$ cat config.mk
export PLATFORM = sky130hd
export DESIGN_NAME = xmodem_crc_block_transmitter_unit_flat
export DESIGN_NICKNAME = d
export VERILOG_FILES = /design/src/xcbt_pkg.sv /design/src/xcbt_if.sv /design/src/xcbt_front.sv /design/src/xcbt_queue.sv /design/src/xcbt_back.sv /design/src/xmodem_crc_block_transmitter_unit.sv /design/src/flat_wrapper.sv
export SDC_FILE = /design/constraint.sdc
export NUM_CORES = 1
export LEC_CHECK = 0
export BUFFER_PORTS_ARGS = -buffer_cell sky130_fd_sc_hd__buf_2
export CAP_MARGIN = 15
export CORE_ASPECT_RATIO = 0.7
export CORE_MARGIN = 4
export CORE_UTILIZATION = 62
export DETAILED_ROUTE_END_ITERATION = 8
export GPL_TIMING_DRIVEN = 0
export PLACE_DENSITY = 0.79
export SYNTH_ARGS = -nofsm -noshare
export SYNTH_HDL_FRONTEND = slang
export SYNTH_SLANG_ARGS = --single-unit
$ cat constraint.sdc
create_clock -name clk -period 5.7 [get_ports clk]
set_clock_uncertainty 0.15 [all_clocks]
set_input_delay 0.57 -clock clk [delete_from_list [all_inputs] [get_ports clk]]
set_output_delay 0.57 -clock clk [all_outputs]
set_load 0.005 [all_outputs]
$ cat src/xcbt_pkg.sv
`default_nettype none
package xcbt_pkg;
  localparam int BLOCK_BYTES = 128;
  localparam int CNT_W = $clog2(BLOCK_BYTES + 1);
  localparam int GRP_N = 4;

  localparam logic [7:0] CH_SOH = 8'h01;
  localparam logic [7:0] CH_EOT = 8'h04;
  localparam logic [7:0] CH_ACK = 8'h06;
  localparam logic [7:0] CH_NAK = 8'h15;
  localparam logic [7:0] CH_CAN = 8'h18;
  localparam logic [15:0] CRC_POLY = 16'h1021;

  typedef enum logic [2:0] {
    PH_IDLE = 3'd0, PH_FILL = 3'd1, PH_WACK = 3'd2,
    PH_WEOT = 3'd3, PH_DONE = 3'd4, PH_ABORT = 3'd5
  } phase_t;

  typedef enum logic [1:0] {
    OP_START = 2'd0, OP_TICK = 2'd1, OP_RX = 2'd2, OP_PAYLOAD = 2'd3
  } op_t;

  typedef enum logic [1:0] {
    K_LINE = 2'd0, K_REQ = 2'd1, K_STATUS = 2'd2, K_NONE = 2'd3
  } kind_t;

  typedef enum logic [2:0] {
    R_TOTAL = 3'd0, R_ACK_TO = 3'd1, R_EOT_TO = 3'd2, R_FILL_TO = 3'd3,
    R_RETRY = 3'd4, R_UNUSED5 = 3'd5, R_UNUSED6 = 3'd6, R_UNUSED7 = 3'd7
  } reg_idx_t;

  typedef struct packed {
    logic [2:0]              cnt;
    logic [GRP_N-1:0][1:0]   kind;
    logic [GRP_N-1:0][7:0]   bytes;
    logic [23:0]             blk;
    logic [2:0]              status;
  } grp_t;

  function automatic logic [15:0] crc16_byte(input logic [15:0] crc, input logic [7:0] b);
    logic [15:0] c;
    c = crc ^ {b, 8'h00};
    for (int i = 0; i < 8; i++) begin
      c = c[15] ? ({c[14:0], 1'b0} ^ CRC_POLY) : {c[14:0], 1'b0};
    end
    return c;
  endfunction
endpackage
`default_nettype wire

$ cat src/xcbt_if.sv
`default_nettype none
interface xcbt_in_if;
  logic       valid;
  logic       ready;
  logic [1:0] operation;
  logic [7:0] data_byte;
  modport source (output valid, operation, data_byte, input ready);
  modport sink (input valid, operation, data_byte, output ready);
endinterface

interface xcbt_out_if;
  logic        valid;
  logic        ready;
  logic [1:0]  out_kind;
  logic [7:0]  out_byte;
  logic [23:0] block_number;
  logic [2:0]  status;
  logic        last;
  modport source (output valid, out_kind, out_byte, block_number, status, last,
                  input ready);
  modport sink (input valid, out_kind, out_byte, block_number, status, last,
                output ready);
endinterface
`default_nettype wire

$ cat src/xcbt_front.sv
`default_nettype none
module xcbt_front (
  input  wire                  clk,
  input  wire                  rst_n,
  input  wire                  take,
  input  wire [1:0]            operation,
  input  wire [7:0]            data_byte,
  input  wire                  cfg_we,
  input  wire [2:0]            cfg_index,
  input  wire [23:0]           cfg_data,
  output xcbt_pkg::grp_t       grp
);
  logic [23:0] total_r;
  logic [15:0] ack_to_r, eot_to_r, fill_to_r;
  logic [7:0]  retry_lim_r;

  xcbt_pkg::phase_t phase_r, phase_nxt;
  logic [7:0]  pkt_r, pkt_nxt;
  logic [23:0] blk_r, blk_nxt;
  logic [xcbt_pkg::CNT_W-1:0] cnt_r, cnt_nxt;
  logic [15:0] crc_r, crc_nxt;
  logic [8:0]  retry_r, retry_nxt;
  logic [15:0] tick_r, tick_nxt;
  logic [15:0] limit;
  logic        expired;

  always_ff @(posedge clk) begin
    if (!rst_n) begin
      total_r <= '0;
      ack_to_r <= 16'd60000;
      eot_to_r <= 16'd10000;
      fill_to_r <= 16'd60000;
      retry_lim_r <= 8'd10;
    end else if (cfg_we) begin
      unique case (xcbt_pkg::reg_idx_t'(cfg_index))
        xcbt_pkg::R_TOTAL:   total_r <= cfg_data;
        xcbt_pkg::R_ACK_TO:  ack_to_r <= cfg_data[15:0];
        xcbt_pkg::R_EOT_TO:  eot_to_r <= cfg_data[15:0];
        xcbt_pkg::R_FILL_TO: fill_to_r <= cfg_data[15:0];
        xcbt_pkg::R_RETRY:   retry_lim_r <= cfg_data[7:0];
        default: ;
      endcase
    end
  end

  always_ff @(posedge clk) begin
    if (!rst_n) begin
      phase_r <= xcbt_pkg::PH_IDLE;
      pkt_r <= 8'd1;
      blk_r <= '0;
      cnt_r <= '0;
      crc_r <= '0;
      retry_r <= '0;
      tick_r <= '0;
    end else if (take) begin
      phase_r <= phase_nxt;
      pkt_r <= pkt_nxt;
      blk_r <= blk_nxt;
      cnt_r <= cnt_nxt;
      crc_r <= crc_nxt;
      retry_r <= retry_nxt;
      tick_r <= tick_nxt;
    end
  end

  always_comb begin
    case (phase_r)
      xcbt_pkg::PH_FILL: limit = fill_to_r;
      xcbt_pkg::PH_WACK: limit = ack_to_r;
      default:           limit = eot_to_r;
    endcase
    expired = tick_r >= limit;
  end

  always_comb begin
    logic do_req, do_eot, do_can, do_fail;
    logic [15:0] crc_new;
    do_req = 1'b0;
    do_eot = 1'b0;
    do_can = 1'b0;
    do_fail = 1'b0;
    crc_new = xcbt_pkg::crc16_byte(crc_r, data_byte);
    phase_nxt = phase_r;
    pkt_nxt = pkt_r;
    blk_nxt = blk_r;
    cnt_nxt = cnt_r;
    crc_nxt = crc_r;
    retry_nxt = retry_r;
    tick_nxt = tick_r;
    grp.cnt = 3'd0;
    grp.kind = '0;
    grp.bytes = '0;

    case (xcbt_pkg::op_t'(operation))
      xcbt_pkg::OP_START: begin
        pkt_nxt = 8'd1;
        blk_nxt = '0;
        retry_nxt = '0;
        if (total_r == '0) do_eot = 1'b1;
        else do_req = 1'b1;
      end
      xcbt_pkg::OP_TICK: begin
        if (phase_r == xcbt_pkg::PH_FILL || phase_r == xcbt_pkg::PH_WACK ||
            phase_r == xcbt_pkg::PH_WEOT) begin
          if (!expired) tick_nxt = tick_r + 16'd1;
          else if (phase_r == xcbt_pkg::PH_WEOT) do_can = 1'b1;
          else do_fail = 1'b1;
        end
      end
      xcbt_pkg::OP_RX: begin
        if (phase_r == xcbt_pkg::PH_WACK) begin
          if (data_byte == xcbt_pkg::CH_ACK) begin
            blk_nxt = blk_r + 24'd1;
            pkt_nxt = pkt_r + 8'd1;
            retry_nxt = '0;
            if (blk_nxt >= total_r) do_eot = 1'b1;
            else do_req = 1'b1;
          end else if (data_byte == xcbt_pkg::CH_NAK) begin
            do_fail = 1'b1;
          end else if (data_byte == xcbt_pkg::CH_EOT) begin
            phase_nxt = xcbt_pkg::PH_DONE;
          end
        end else if (phase_r == xcbt_pkg::PH_WEOT) begin
          if (data_byte == xcbt_pkg::CH_ACK) phase_nxt = xcbt_pkg::PH_DONE;
          else if (data_byte == xcbt_pkg::CH_NAK) do_can = 1'b1;
        end
      end
      default: begin
        if (phase_r == xcbt_pkg::PH_FILL) begin
          crc_nxt = crc_new;
          cnt_nxt = cnt_r + 1'b1;
          grp.cnt = 3'd1;
          grp.kind[0] = xcbt_pkg::K_LINE;
          grp.bytes[0] = data_byte;
          if (cnt_nxt >= xcbt_pkg::CNT_W'(xcbt_pkg::BLOCK_BYTES)) begin
            grp.cnt = 3'd3;
            grp.kind[1] = xcbt_pkg::K_LINE;
            grp.bytes[1] = crc_new[15:8];
            grp.kind[2] = xcbt_pkg::K_LINE;
            grp.bytes[2] = crc_new[7:0];
            cnt_nxt = '0;
            tick_nxt = '0;
            phase_nxt = xcbt_pkg::PH_WACK;
          end
        end
      end
    endcase

    if (do_fail) begin
      if (retry_r > {1'b0, retry_lim_r}) begin
        do_can = 1'b1;
      end else begin
        retry_nxt = retry_r + 9'd1;
        do_req = 1'b1;
      end
    end

    if (do_req) begin
      cnt_nxt = '0;
      crc_nxt = '0;
      tick_nxt = '0;
      phase_nxt = xcbt_pkg::PH_FILL;
      grp.cnt = 3'd4;
      grp.kind[0] = xcbt_pkg::K_REQ;
      grp.bytes[0] = 8'h00;
      grp.kind[1] = xcbt_pkg::K_LINE;
      grp.bytes[1] = xcbt_pkg::CH_SOH;
      grp.kind[2] = xcbt_pkg::K_LINE;
      grp.bytes[2] = pkt_nxt;
      grp.kind[3] = xcbt_pkg::K_LINE;
      grp.bytes[3] = ~pkt_nxt;
    end
    if (do_eot) begin
      phase_nxt = xcbt_pkg::PH_WEOT;
      tick_nxt = '0;
      grp.cnt = 3'd1;
      grp.kind[0] = xcbt_pkg::K_LINE;
      grp.bytes[0] = xcbt_pkg::CH_EOT;
    end
    if (do_can) begin
      phase_nxt = xcbt_pkg::PH_ABORT;
      grp.cnt = 3'd1;
      grp.kind[0] = xcbt_pkg::K_LINE;
      grp.bytes[0] = xcbt_pkg::CH_CAN;
    end
    if (grp.cnt == 3'd0) begin
      grp.cnt = 3'd1;
      grp.kind[0] = xcbt_pkg::K_STATUS;
    end
    grp.blk = blk_nxt;
    grp.status = phase_nxt;
  end
endmodule
`default_nettype wire

$ cat src/xcbt_queue.sv
`default_nettype none
module xcbt_queue (
  input  wire                  clk,
  input  wire                  rst_n,
  input  wire                  push,
  input  wire xcbt_pkg::grp_t  wr_grp,
  input  wire                  pop,
  output xcbt_pkg::grp_t       rd_grp,
  output logic                 not_empty,
  output logic                 full
);
  xcbt_pkg::grp_t mem_r [2];
  logic       wp_r, rp_r;
  logic [1:0] cnt_r;

  always_ff @(posedge clk) begin
    if (push) mem_r[wp_r] <= wr_grp;
  end

  always_ff @(posedge clk) begin
    if (!rst_n) begin
      wp_r <= 1'b0;
      rp_r <= 1'b0;
      cnt_r <= '0;
    end else begin
      if (push) wp_r <= ~wp_r;
      if (pop) rp_r <= ~rp_r;
      cnt_r <= cnt_r + {1'b0, push} - {1'b0, pop};
    end
  end

  assign rd_grp = mem_r[rp_r];
  assign not_empty = cnt_r != 2'd0;
  assign full = cnt_r == 2'd2;
endmodule
`default_nettype wire

$ cat src/xcbt_back.sv
`default_nettype none
module xcbt_back (
  input  wire                  clk,
  input  wire                  rst_n,
  input  wire xcbt_pkg::grp_t  head,
  input  wire                  head_valid,
  output logic                 pop,
  xcbt_out_if.source           out_if
);
  xcbt_pkg::grp_t cur_r;
  logic       busy_r;
  logic [1:0] idx_r;
  logic       is_last, load;

  assign is_last = {1'b0, idx_r} == cur_r.cnt - 3'd1;
  assign load = !busy_r || (out_if.ready && is_last);
  assign pop = load && head_valid;

  always_ff @(posedge clk) begin
    if (pop) cur_r <= head;
  end

  always_ff @(posedge clk) begin
    if (!rst_n) begin
      busy_r <= 1'b0;
      idx_r <= '0;
    end else if (load) begin
      busy_r <= head_valid;
      idx_r <= '0;
    end else if (out_if.ready) begin
      idx_r <= idx_r + 2'd1;
    end
  end

  assign out_if.valid = busy_r;
  assign out_if.out_kind = cur_r.kind[idx_r];
  assign out_if.out_byte = cur_r.bytes[idx_r];
  assign out_if.block_number = cur_r.blk;
  assign out_if.status = cur_r.status;
  assign out_if.last = is_last;
endmodule
`default_nettype wire

$ cat src/xmodem_crc_block_transmitter_unit.sv
`default_nettype none
// channel  dir  words                               handshake
// in_if    in   operation, data_byte                valid/ready
// out_if   out  out_kind, out_byte, block_number,   valid/ready
//               status, last
// cfg      in   cfg_we, cfg_index, cfg_data         write enable only
// One input word is taken per cycle while the two-entry group queue has room.
// Each input gives one to four output words, sent by the back end one per
// cycle while out_if.ready is high. Sustained rate is set by the output side
// and how many words each input makes. Synchronous active-low reset; no
// clearing pass. Output stalls back up through the queue to in_if.ready.
module xmodem_crc_block_transmitter_unit (
  input  wire         clk,
  input  wire         rst_n,
  xcbt_in_if.sink     in_if,
  xcbt_out_if.source  out_if,
  input  wire         cfg_we,
  input  wire [2:0]   cfg_index,
  input  wire [23:0]  cfg_data
);
  xcbt_pkg::grp_t fgrp, hgrp;
  logic take, pop, hvalid, full;

  assign in_if.ready = !full;
  assign take = in_if.valid && !full;

  xcbt_front u_front (
    .clk, .rst_n, .take,
    .operation(in_if.operation), .data_byte(in_if.data_byte),
    .cfg_we, .cfg_index, .cfg_data, .grp(fgrp)
  );

  xcbt_queue u_queue (
    .clk, .rst_n, .push(take), .wr_grp(fgrp), .pop,
    .rd_grp(hgrp), .not_empty(hvalid), .full
  );

  xcbt_back u_back (
    .clk, .rst_n, .head(hgrp), .head_valid(hvalid), .pop, .out_if
  );
endmodule
`default_nettype wire

$ cat src/flat_wrapper.sv
// flat-port wrapper written by rule: the top's interface ports become plain ports
module xmodem_crc_block_transmitter_unit_flat 
  (clk, rst_n, cfg_we, cfg_index, cfg_data, in_if_valid, in_if_operation, in_if_data_byte, in_if_ready, out_if_valid, out_if_out_kind, out_if_out_byte, out_if_block_number, out_if_status, out_if_last, out_if_ready);
  xcbt_in_if in_if_i ();
  xcbt_out_if out_if_i ();
  input  wire clk;
  input  wire rst_n;
  input  wire cfg_we;
  input  wire [2:0] cfg_index;
  input  wire [23:0] cfg_data;
  input wire logic [$bits(in_if_i.valid)-1:0] in_if_valid;
  input wire logic [$bits(in_if_i.operation)-1:0] in_if_operation;
  input wire logic [$bits(in_if_i.data_byte)-1:0] in_if_data_byte;
  output wire logic [$bits(in_if_i.ready)-1:0] in_if_ready;
  output wire logic [$bits(out_if_i.valid)-1:0] out_if_valid;
  output wire logic [$bits(out_if_i.out_kind)-1:0] out_if_out_kind;
  output wire logic [$bits(out_if_i.out_byte)-1:0] out_if_out_byte;
  output wire logic [$bits(out_if_i.block_number)-1:0] out_if_block_number;
  output wire logic [$bits(out_if_i.status)-1:0] out_if_status;
  output wire logic [$bits(out_if_i.last)-1:0] out_if_last;
  input wire logic [$bits(out_if_i.ready)-1:0] out_if_ready;
  assign in_if_i.valid = in_if_valid;
  assign in_if_i.operation = in_if_operation;
  assign in_if_i.data_byte = in_if_data_byte;
  assign in_if_ready = in_if_i.ready;
  assign out_if_valid = out_if_i.valid;
  assign out_if_out_kind = out_if_i.out_kind;
  assign out_if_out_byte = out_if_i.out_byte;
  assign out_if_block_number = out_if_i.block_number;
  assign out_if_status = out_if_i.status;
  assign out_if_last = out_if_i.last;
  assign out_if_i.ready = out_if_ready;
  xmodem_crc_block_transmitter_unit u_core (.clk(clk), .rst_n(rst_n), .in_if(in_if_i), .out_if(out_if_i), .cfg_we(cfg_we), .cfg_index(cfg_index), .cfg_data(cfg_data));
endmodule
### After elaboration in Yosys (flattened, before gate mapping)

Memories as Yosys holds them, arrays and structs flattened. A register that Yosys moved wholly into a read port is not among the register bits.
Cells that the tools add are included.

| word-level totals | value |
|---|---|
| logic and storage cells | 184 |
| flip-flop bits (word level) | 171 |
| RAM bits | 140 |
| memories kept | 1 |

| operators by class | value |
|---|---|
| reduce and logical (&&, ||, !) cells | 27 |
| eq/ne operators | 18 |
| bitwise operators | 13 |
| add/sub/neg operators | 9 |
| $lt $le $gt $ge | 5 |
| multiplexer cells | 94 |

Memories:

| name | words | width | rd ports | clocked after memory_dff | write ports | line | RTL |
|---|---|---|---|---|---|---|---|
| u_core.u_queue.mem_r | 2 | 70 | 1 | 1 | 1 | xcbt_queue.sv:12 | `xcbt_pkg::grp_t mem_r [2];` |

Operator list:

| cell | count |
|---|---|
| 16-bit 2-to-1 mux | 10 |
| 13-bit 2-to-1 mux | 8 |
| 24-bit 2-to-1 mux | 4 |
| 8-bit 2-to-1 mux | 9 |
| 16-bit case mux with 2 select lines | 2 |
| 24-bit case mux with 2 select lines | 1 |
| 43-bit 2-to-1 mux | 1 |
| 3-bit 2-to-1 mux | 14 |
| 9-bit 2-to-1 mux | 4 |
| 1-bit 2-to-1 mux | 25 |
| 24-bit by 1-bit adder with 24-bit output, second input constant | 1 |
| 24-bit greater-or-equal comparator | 1 |
| 24-bit zero test | 1 |
| 3-bit inverter | 8 |
| 9-bit case mux with 2 select lines | 1 |
| 16-bit by 1-bit adder with 16-bit output, second input constant | 1 |
| 8-bit by 1-bit adder with 8-bit output, second input constant | 2 |
| 8-bit binary-select mux with 2-bit select | 1 |
| 8-bit by 3-bit == test with 1-bit output, second input constant | 2 |
| 16-bit greater-or-equal comparator | 1 |
| 8-bit case mux with 2 select lines | 1 |
| 16-bit bitwise XOR | 1 |
| 2-bit 2-to-1 mux | 7 |
| 3-bit by 2-bit == test with 1-bit output, second input constant | 4 |
| other kinds (34) | 56 |

### Depth between registers and ports, before layout

Gate-level depths: netlist of run 1.

| logic depth | value |
|---|---|
| depth after elaboration | 25 |
| depth in mapped cells | 18 |
| gate-level depth less buffers | 16 |

### Cells and area by module

A second synthesis of run 1 with hierarchy kept.

| second synthesis, totals | value |
|---|---|
| cells, all modules | 1756 |
| area total of the unflattened synthesis | 18620.4 um^2 |

By module, submodules not included:

| module | area an instance (um^2) | cells each | instances | seq. area each (um^2) |
|---|---|---|---|---|
| xcbt_front | 10187.3 | 1381 | 1 | 3283.1 |
| xcbt_queue | 5634.2 | 239 | 1 | 4304.1 |
| xcbt_back | 2788.9 | 134 | 1 | 2162.1 |
| xmodem_crc_block_transmitter_unit | 10.0 | 2 | 1 | 0.0 |

### Worst setup path before layout of run 1

Ideal clock, no wire load.

| path | value |
|---|---|
| path type | reg2reg |
| start | register, netlist name u_core.u_back.cur_r[67] |
| end | register u_core.u_queue.cnt_r[1] |
| clock period less this slack | 5383 ps |
| setup time | 128 ps |
| stages on the path, launching flop included | 13 |
| setup slack | 317 ps |
| arrival | 5105 ps |
| path through | edfxtp_1 > inv_1 > ha_1 > xnor2_1 > nor3_1 > a21boi_0 > nor2_1 > ha_1 > inv_1 > ha_1 > xor2_1 > xnor2_1 > nor2_1 |

| on the way | value |
|---|---|
| longest elaborated chain between the ends | 6 |

Ends and longest elaborated chain:

| element | line | RTL |
|---|---|---|
| 3-bit by 1-bit subtractor with 3-bit output | xcbt_back.sv:15 | `assign is_last = {1'b0, idx_r} == cur_r.cnt - 3'd1;` |
| 2-bit by 3-bit == test with 1-bit output | xcbt_back.sv:15 |  |
| via out_if_last | flat_wrapper.sv:20 | `output wire logic [$bits(out_if_i.last)-1:0] out_if_last;` |
| 1-bit logical AND | xcbt_back.sv:16 | `assign load = !busy_r \|\| (out_if.ready && is_last);` |
| 1-bit logical OR | xcbt_back.sv:16 |  |
| 1-bit logical AND | xcbt_back.sv:17 | `assign pop = load && head_valid;` |
| via u_core.pop | xmodem_crc_block_transmitter_unit.sv:22 | `logic take, pop, hvalid, full;` |
| 2-bit by 1-bit subtractor with 2-bit output | xcbt_queue.sv:28 | `cnt_r <= cnt_r + {1'b0, push} - {1'b0, pop};` |
| to (signal assigned) | xcbt_queue.sv:28 |  |
| to (decl) | xcbt_queue.sv:14 | `logic [1:0] cnt_r;` |

The timed path passes the listed nets, and every way through them passes these cells.
A chain may end at the register's enable or synchronous reset.

==> reports/metrics.csv, run 1 <==
metric,value,unit
outcome,finished clean,
count of pins over their slew limit,0,
Tightest Pin Transition,0.990,ns
power density over cell area,388,nW/um2
normalized max-slew margin,33.5,%
startpoint type of the worst setup path,register,
x dimension of the die,206,um
number of enable-type register cells in the synthesized netlist,189,
clock-pin slew on the worst setup and hold paths,0.07,ns
antenna violations before repair,1,
Root Buffer,clkbuf_16,
highest achievable clock rate,184,MHz
fraction of post-synthesis cell area in the top cell type by area,33.2,%
routed via count,13603,
total clock buffers created by CTS,34,
gp weighted congestion,0.990,
cts-stage hold buffer count,0,
sequential element share of the synthesized area,53.2,%
via count of the first global-routing pass,12910,
endpoint class of the critical path,register,
dominant register cell in the synthesized netlist,edfxtp_1,
maximum number of pins on one net before global-route repair,64,
worst reg2reg setup slack,0.27,ns
clk sinks,360,
"most common cell after layout, fill and taps aside",nand2_1,
CTS tree,built,
post-route ant nets,0,
async set-reset flop share out of synthesis,0,%
final std cells w/o fill,2231,
Std-Cell Core Area,27000,um2
Remaining DRCs,0,
post-route fraction of the period consumed by the critical path,95.3,%
initial core utilization,63.4,%
number of core rows,50,
global-route wire length before repair,70.3,mm
Clock Latency Late Sink,0.53,ns
synth warn,0,
Fin. Hold Viols,0,
cell taking the most area after synthesis,edfxtp_1,
top fanout value on the critical path,10,
H-tree lvl count,2,
kind of critical path,reg -> reg,
Syn Std Cell Area,17100,um2
worst min-delay path category,in -> reg,
Seq cells post-synth,360,
post-layout minimum cycle time,5.43,ns
number of instances in the placed design,2168,
DRT Pass-1 Iters,6,
Port Buffer Count,80,
post-layout power,7490,uW
required time of the worst setup path,5.82,ns
CTS max path bufs,3,
"commonest cells after routing, fill and taps aside","nand2_1, edfxtp_1, dfxtp_1",
synth top area cells,"edfxtp_1, dfxtp_1, nand2_1, ha_1, mux2_2",
Iter 0 DRT Violations,1720,
post-synthesis instance total,1720,
endpoints failing setup,0,
Mapped Nets,1822,
number of top-level design ports,82,
unique cell type count in the Yosys netlist,61,
nets@finish,1944,
number of vias per cell,6.10,
critical path data arrival time,5.56,ns
post-synthesis area per instance,9.94,um2
height of the die,147,um
max capacitance violation total,0,
hpwl dp,31.7,mm
GRT overflow,0,
ratio of cells with drive above 1 in the final layout,14.7,%
Max VDD drop,0.220,mV
final WL,44.7,mm
area of the die,30300,um2
Pleak,0.00712,uW
routed wirelength normalized by instance count,20.0,um
total inserted antenna cells,0,
total global-route track usage,29.3,%
layout-stage area growth over the synthesis result,12.8,%
[registers in the layout, indices dropped and copies added, names as in the netlist, 8 cells and up]
name                               cells
u_core.u_front.cnt_r                   8
u_core.u_front.fill_to_r              16
u_core.u_queue.mem_r                 126
u_core.u_front.eot_to_r               16
u_core.u_back.cur_r                   36
u_core.u_front.blk_r                  24
u_core.u_front.retry_r                 9
u_core.u_front.tick_r                 16
u_core.u_front.retry_lim_r             8
u_core.u_front.pkt_r                   8
u_core.u_front.ack_to_r               16
u_core.u_front.total_r                24
u_core.u_front.crc_r                  16
u_core.u_back.out_if.block_number     24
[cells by family after synthesis]
group	synth area share, %
simple gates	16.7
flops	53.2
compound gates	12.2
buf+inv	4.64
mux	5.80
xor+xnor	3.07
fa+ha+maj	4.39
[area by class of cell]
class / instances / area (um2)
Clock inverter: 18 / 221
Sequential cell: 360 / 9100
Timing Repair Buffer: 87 / 518
Tap cell: 364 / 455
Fill cell: 2019 / 7680
Buffer: 131 / 613
Clock buffer: 43 / 950
Inverter: 48 / 184
Multi-Input combinational cell: 1180 / 7240
[path summary, 6_finish.rpt]
| check | start | cells after the start | to |
|---|---|---|---|
| setup / recovery | u_core.u_front.blk_r[0] | 18 | u_core.u_queue.mem_r[1][42] |
| hold / removal | cfg_data[16] | 3 | u_core.u_front.total_r[16] |
| setup reg to reg | u_core.u_front.blk_r[0] | 18 | u_core.u_queue.mem_r[1][42] |
| hold reg to reg | u_core.u_front.ack_to_r[1] | 2 | u_core.u_front.ack_to_r[1] |
[critical path: stages, from the launching register on]
cell and delay [ns]:
dfxtp_1 0.45, ha_1 0.32, nand4_1 0.22, nor3b_2 0.46, and4_1 0.25, clkbuf_1 0.26, nand2_1 0.15, nor3_2 0.40
xor2_1 0.13, ha_1 0.31, nand4_1 0.14, nor3_1 0.25, a22oi_1 0.13, nand2_1 0.14, o31ai_4 0.15, nor2_1 0.21
buf_2 0.29, nand2_1 0.28, nor2_1 0.46
[synthesized netlist by cell type (20+ instances only)]
| library cell | instances |
|---|---|
| nor2_1 | 150 |
| xor2_1 | 21 |
| nor3_1 | 33 |
| ha_1 | 60 |
| a21oi_1 | 126 |
| xnor2_1 | 39 |
| edfxtp_1 | 189 |
| dfxtp_1 | 171 |
| inv_1 | 48 |
| buf_4 | 29 |
| clkbuf_1 | 77 |
| o21ai_0 | 69 |
| o211ai_1 | 20 |
| mux2_2 | 64 |
| nand3_1 | 62 |
| nand2_1 | 295 |
[power by group]
part | switching [uW] | internal, uW
combinational | 927 | 726
sequential | 145 | 3290
clock | 987 | 1410
total | 2060 | 5430
[stage by stage]
step	TNS (ns)	hold WS [ns]	instance area, um2	setup WS, ns	util [%]
2_1_floorplan	0	0.286	17100	0.317	-
5_1_grt	-0.0491	0.128	19300	-0.0248	71.5
6_report	0	0.128	19300	0.265	71.5
3_3_place_gp	-89.36	0.294	18000	-1.33	66.6
4_1_cts	0	0.116	19200	0.150	71.4
3_5_place_dp	0	0.297	18100	0.193	67.0
[repair_timing]
item / 4_1_cts / 5_1_grt
endpoints found under the setup margin: 0 / 96
resized for setup: 0 / 10
buffers inserted: 0 / 3
[per-layer routing]
metal | share of wire [%] | GRT usage [%]
met1 | 43 | 44.2
met3 | 11 | 5.45
met2 | 44 | 44.0
met5 | 0 | 0
met4 | 2.0 | 7.05
Note: power is estimated with default switching activity, not from simulation.
==> run 2: changes to the inputs <==
RECOVER_POWER = 100   (was not set)
==> reports/metrics.csv, run 2 (synthesis results as in run 1) <==
metric,value,unit
outcome,finished with violations,
failing checks,"capacitance limit, slew limit",
met3 track demand over resource in global routing,5.45,%
Pleak,0.00703,uW
H-tree lvl count,2,
FF-to-FF End,u_core.u_queue.mem_r[1][27],
cell with the most instances on the worst path,nor3_1,
clock-pin slew on the worst setup and hold paths,0.06,ns
Tightest Pin Transition,3.09,ns
final WL,44.7,mm
height of the die,147,um
via count of the first global-routing pass,12910,
register with the most flip-flops,u_core.u_queue.mem_r,
met2 usage,44.0,%
DRT Pass-1 Iters,6,
gp weighted congestion,0.990,
end point of the worst hold path,u_core.u_front.total_r[16],
layout-stage area growth over the synthesis result,12.0,%
worst min-delay path category,in -> reg,
reg2reg start,u_core.u_front.phase_r[2],
hold wc startpoint,cfg_data[16],
Fin. Hold Viols,0,
number of vias per cell,6.11,
startpoint type of the worst setup path,register,
GRT overflow,0,
power density over cell area,387,nW/um2
CP Cell Sequence,clkbuf_1 -> clkinvlp_4 -> buf_1 -> o221ai_1 -> ha_1 -> nand4_1 -> nor3_1 -> nor4_1 -> and3_1 -> buf_2 -> a211oi_4 -> nor3_1 -> nor3b_1 -> and2_1,
post-route ant nets,0,
antenna violations before repair,1,
Remaining DRCs,0,
clk sinks,360,
Iter 0 DRT Violations,1708,
global-route wire length before repair,70.3,mm
finished layout cell area,19100,um2
number of top-level design ports,82,
routed via count,13640,
r2r worst-path depth,14,
total inserted antenna cells,0,
cell area after placement,18100,um2
nets@finish,1944,
CTS tree,built,
hpwl dp,31.7,mm
max capacitance violation total,2,
post-route fraction of the period consumed by the critical path,98.4,%
cts-stage hold buffer count,0,
highest achievable clock rate,178,MHz
endpoints failing setup,0,
most utilized layer in the global route result,met1,
endpoint class of the critical path,register,
Critical Path Max Stage Delay,0.90,ns
routed wirelength normalized by instance count,20.0,um
post-layout minimum cycle time,5.61,ns
normalized max-slew margin,-106,%
met1 track demand over resource,44.2,%
number of cells on the worst hold path,3,
x dimension of the die,206,um
registers with the most flip-flops,"u_core.u_queue.mem_r x126, u_core.u_back.cur_r x36",
Root Buffer,clkbuf_16,
sum of negative setup slack,0,ns
initial core utilization,63.4,%
top fanout value on the critical path,10,
Std-Cell Core Area,27000,um2
Clock Latency Late Sink,0.53,ns
maximum number of pins on one net before global-route repair,64,
critical path data arrival time,5.79,ns
start point of the critical path,u_core.u_front.phase_r[2],
slowest CP cell,nor3_1,
Port Buffer Count,80,
total clock buffers created by CTS,34,
total global-route track usage,29.3,%
number of core rows,50,
CTS max path bufs,3,
"commonest cells after routing, fill and taps aside","nand2_1, edfxtp_1, dfxtp_1",
count of pins over their slew limit,96,
max reg flops,126,
kind of critical path,reg -> reg,
required time of the worst setup path,5.89,ns
ratio of cells with drive above 1 in the final layout,12.9,%
Max VDD drop,0.221,mV
area of the die,30300,um2
"most common cell after layout, fill and taps aside",nand2_1,
worst reg2reg setup slack,0.09,ns
==> run 2: worst max-delay path by stage <==
stage | slack (ns) | cells after the start | to
6_report | 0.09 | 14 | u_core.u_queue.mem_r[1][27]
3_3_place_gp | -1.33 | 7 | u_core.u_queue.mem_r[0][40]
3_5_place_dp | 0.19 | 18 | u_core.u_queue.mem_r[0][42]
5_1_grt | -0.02 | 18 | u_core.u_queue.mem_r[1][42]
4_1_cts | 0.15 | 16 | u_core.u_queue.mem_r[1][42]
2_1_floorplan | 0.32 | 12 | u_core.u_queue.cnt_r[1]
==> run 2: final cells by class <==
| cell class | count | area (um2) |
|---|---|---|
| timing repair buffer | 87 | 422 |
| buffer | 131 | 606 |
| inverter | 48 | 184 |
| clock inverter | 18 | 221 |
| multi-input combinational | 1180 | 7210 |
| clock buffer | 43 | 950 |
| tap | 364 | 455 |
| sequential | 360 | 9100 |
| fill | 2049 | 7810 |
==> run 2: where the power goes <==
group | leakage [uW] | internal [uW] | switching [uW]
Combinational | 0.00326 | 646 | 914
Sequential | 0.00320 | 3300 | 142
Clock | 0.000578 | 1410 | 996
Total | 0.00703 | 5360 | 2050
==> run 2: stage by stage <==
step           total power (uW)  setup WS [ns]  utilization (%)  cells  hold slack (ns)
2_1_floorplan              4520          0.317                -   1720            0.286
3_3_place_gp               5020          -1.33             66.6   2164            0.294
3_5_place_dp               5110          0.193             67.0   2168            0.297
4_1_cts                    7500          0.150             71.4   2229            0.116
5_1_grt                    7730        -0.0156             71.0   2231            0.128
6_report                   7420         0.0932             71.0   2231            0.127
==> run 2: timing repair <==
item	4_1_cts	5_1_grt
buffers inserted	0	3
setup endpoints to repair	0	96
gates resized for setup	0	10
==> run 2: routing by layer <==
| layer | share of wire (%) | wire length (um) |
|---|---|---|
| met1 | 43 | 19300 |
| met2 | 44 | 19700 |
| met3 | 10 | 4660 |
| met4 | 2.0 | 904 |
| met5 | 0 | 0 |
==> run 2: worst max-delay path, delay by kind of cell, from the launching register on <==
family	cells	cell delay, ns
adders and majority gates	1	0.34
buffers and inverters	4	1.46
DFF	1	0.30
AOI/OAI and AO/OA	2	0.57
and+or+nand+nor	7	2.58
==> run 3: changes to the inputs <==
PLACE_DENSITY = not set   (was 0.79)
PLACE_DENSITY_LB_ADDON = 0.1   (was not set)
==> reports/metrics.csv, run 3 (synthesis results as in run 1) <==
metric,value,unit
outcome,finished with violations,
failing checks,"capacitance limit, slew limit",
Max VDD drop,0.228,mV
"most common cell after layout, fill and taps aside",nand2_1,
Clock Latency Late Sink,0.53,ns
Std-Cell Core Area,27000,um2
maximum number of pins on one net before global-route repair,64,
Iter 0 DRT Violations,1371,
clk sinks,360,
Critical Path Max Stage Delay,0.47,ns
worst reg2reg setup slack,0.24,ns
number of instances in the placed design,2168,
CTS tree,built,
highest achievable clock rate,183,MHz
H-tree lvl count,2,
Port Buffer Count,80,
kind of critical path,reg -> reg,
CP Buf/Inv Count,2,
gp weighted congestion,0.908,
routed wirelength normalized by instance count,20.6,um
cts-stage hold buffer count,0,
layout-stage area growth over the synthesis result,12.0,%
count of pins over their slew limit,155,
registers with the most flip-flops,"u_core.u_queue.mem_r x126, u_core.u_back.cur_r x36",
CP Cell Sequence,ha_1 -> nand4_1 -> nor3b_4 -> and4_1 -> clkbuf_1 -> nand2_1 -> nor3_2 -> xor2_1 -> ha_1 -> nand4_1 -> nor2_1 -> and4_1 -> o31ai_4 -> nor2_1 -> buf_2 -> nand2_1 -> nor2_2,
Post-Route Utilization,71.0,%
area of the die,30300,um2
worst min-delay path category,in -> reg,
required time of the worst setup path,5.85,ns
startpoint type of the worst setup path,register,
post-route fraction of the period consumed by the critical path,95.8,%
power density over cell area,385,nW/um2
clock-pin slew on the worst setup and hold paths,0.06,ns
ratio of cells with drive above 1 in the final layout,12.9,%
endpoints failing setup,0,
global-route wire length before repair,71.3,mm
via count of the first global-routing pass,12819,
GRT overflow,0,
register with the most flip-flops,u_core.u_queue.mem_r,
number of top-level design ports,82,
post-layout minimum cycle time,5.46,ns
"commonest cells after routing, fill and taps aside","nand2_1, edfxtp_1, dfxtp_1",
hpwl dp,32.7,mm
slowest CP cell,dfxtp_1,
critical path data arrival time,5.61,ns
final WL,46.1,mm
nets@finish,1944,
max capacitance violation total,4,
"CP delay by family, top",simple AND/OR/NAND/NOR gates,
normalized max-slew margin,-105,%
antenna violations before repair,2,
CTS max path bufs,3,
Pleak,0.00704,uW
Hold Worst Slack,0.136,ns
DRT Pass-1 Iters,5,
Root Buffer,clkbuf_16,
post-route ant nets,0,
initial core utilization,63.4,%
Remaining DRCs,0,
setup repair after global routing missed its margin,yes,
routed via count,13466,
total clock buffers created by CTS,35,
number of vias per cell,6.03,
height of the die,147,um
total global-route track usage,30.3,%
Tightest Pin Transition,3.08,ns
x dimension of the die,206,um
final std cells w/o fill,2233,
endpoint class of the critical path,register,
Fin. Hold Viols,0,
max reg flops,126,
number of core rows,50,
top fanout value on the critical path,10,
run 3: layout make-up:
cell class              count  area, um2
flip-flops and latches    360       9100
fillers                  2044       7810
multi-input cells        1180       7250
clock buffers              46        968
plain buffers             132        614
well taps                 364        455
repair buffers             85        419
inverters                  48        180
clock inverters            16        165
diodes                      2       5.00
run 3: tightest hold or removal path: cells and delay by family:
family,cells,cell delay (ns)
simple gates,1,0.04
buf+inv,1,0.10
compound gates,1,0.05
run 3: per-layer routing:
metal	GRT usage (%)	routed length, um	up-vias
li1	-	-	6341
met1	42.9	19500	6372
met2	45.0	20000	659
met3	10.2	5440	94
met4	8.18	1130	0
met5	0	0	-
run 3: per-stage QoR:
stage	power, uW	TNS [ns]	instance area (um2)	worst slack [ns]
global route	7680	-0.361	19200	-0.0847
detailed placement	5130	-0.344	18100	-0.0692
global placement	5040	-109.35	18000	-1.48
CTS	7440	0	19200	0.0764
finish	7370	0	19200	0.242
floorplan	4520	0	17100	0.317
run 3: power by group:
part | internal, uW | switching [uW]
clock network | 1340 | 974
registers | 3310 | 162
logic | 646 | 936
total | 5300 | 2070
run 3: worst paths after layout:
path / from / to / cells after the start
max: u_core.u_front.blk_r[0] / u_core.u_queue.mem_r[1][37] / 17
min reg2reg: u_core.u_front.retry_lim_r[4] / u_core.u_front.retry_lim_r[4] / 2
min: cfg_data[20] / u_core.u_front.total_r[20] / 3
max reg2reg: u_core.u_front.blk_r[0] / u_core.u_queue.mem_r[1][37] / 17
run 3: timing repair:
item                       in CTS  in global routing
hold endpoints to repair        0                  0
setup buffers                   0                  1
gates cloned                    0                  0
resized for setup               2                 20
pin swaps                       0                  1
setup endpoints to repair      18                103
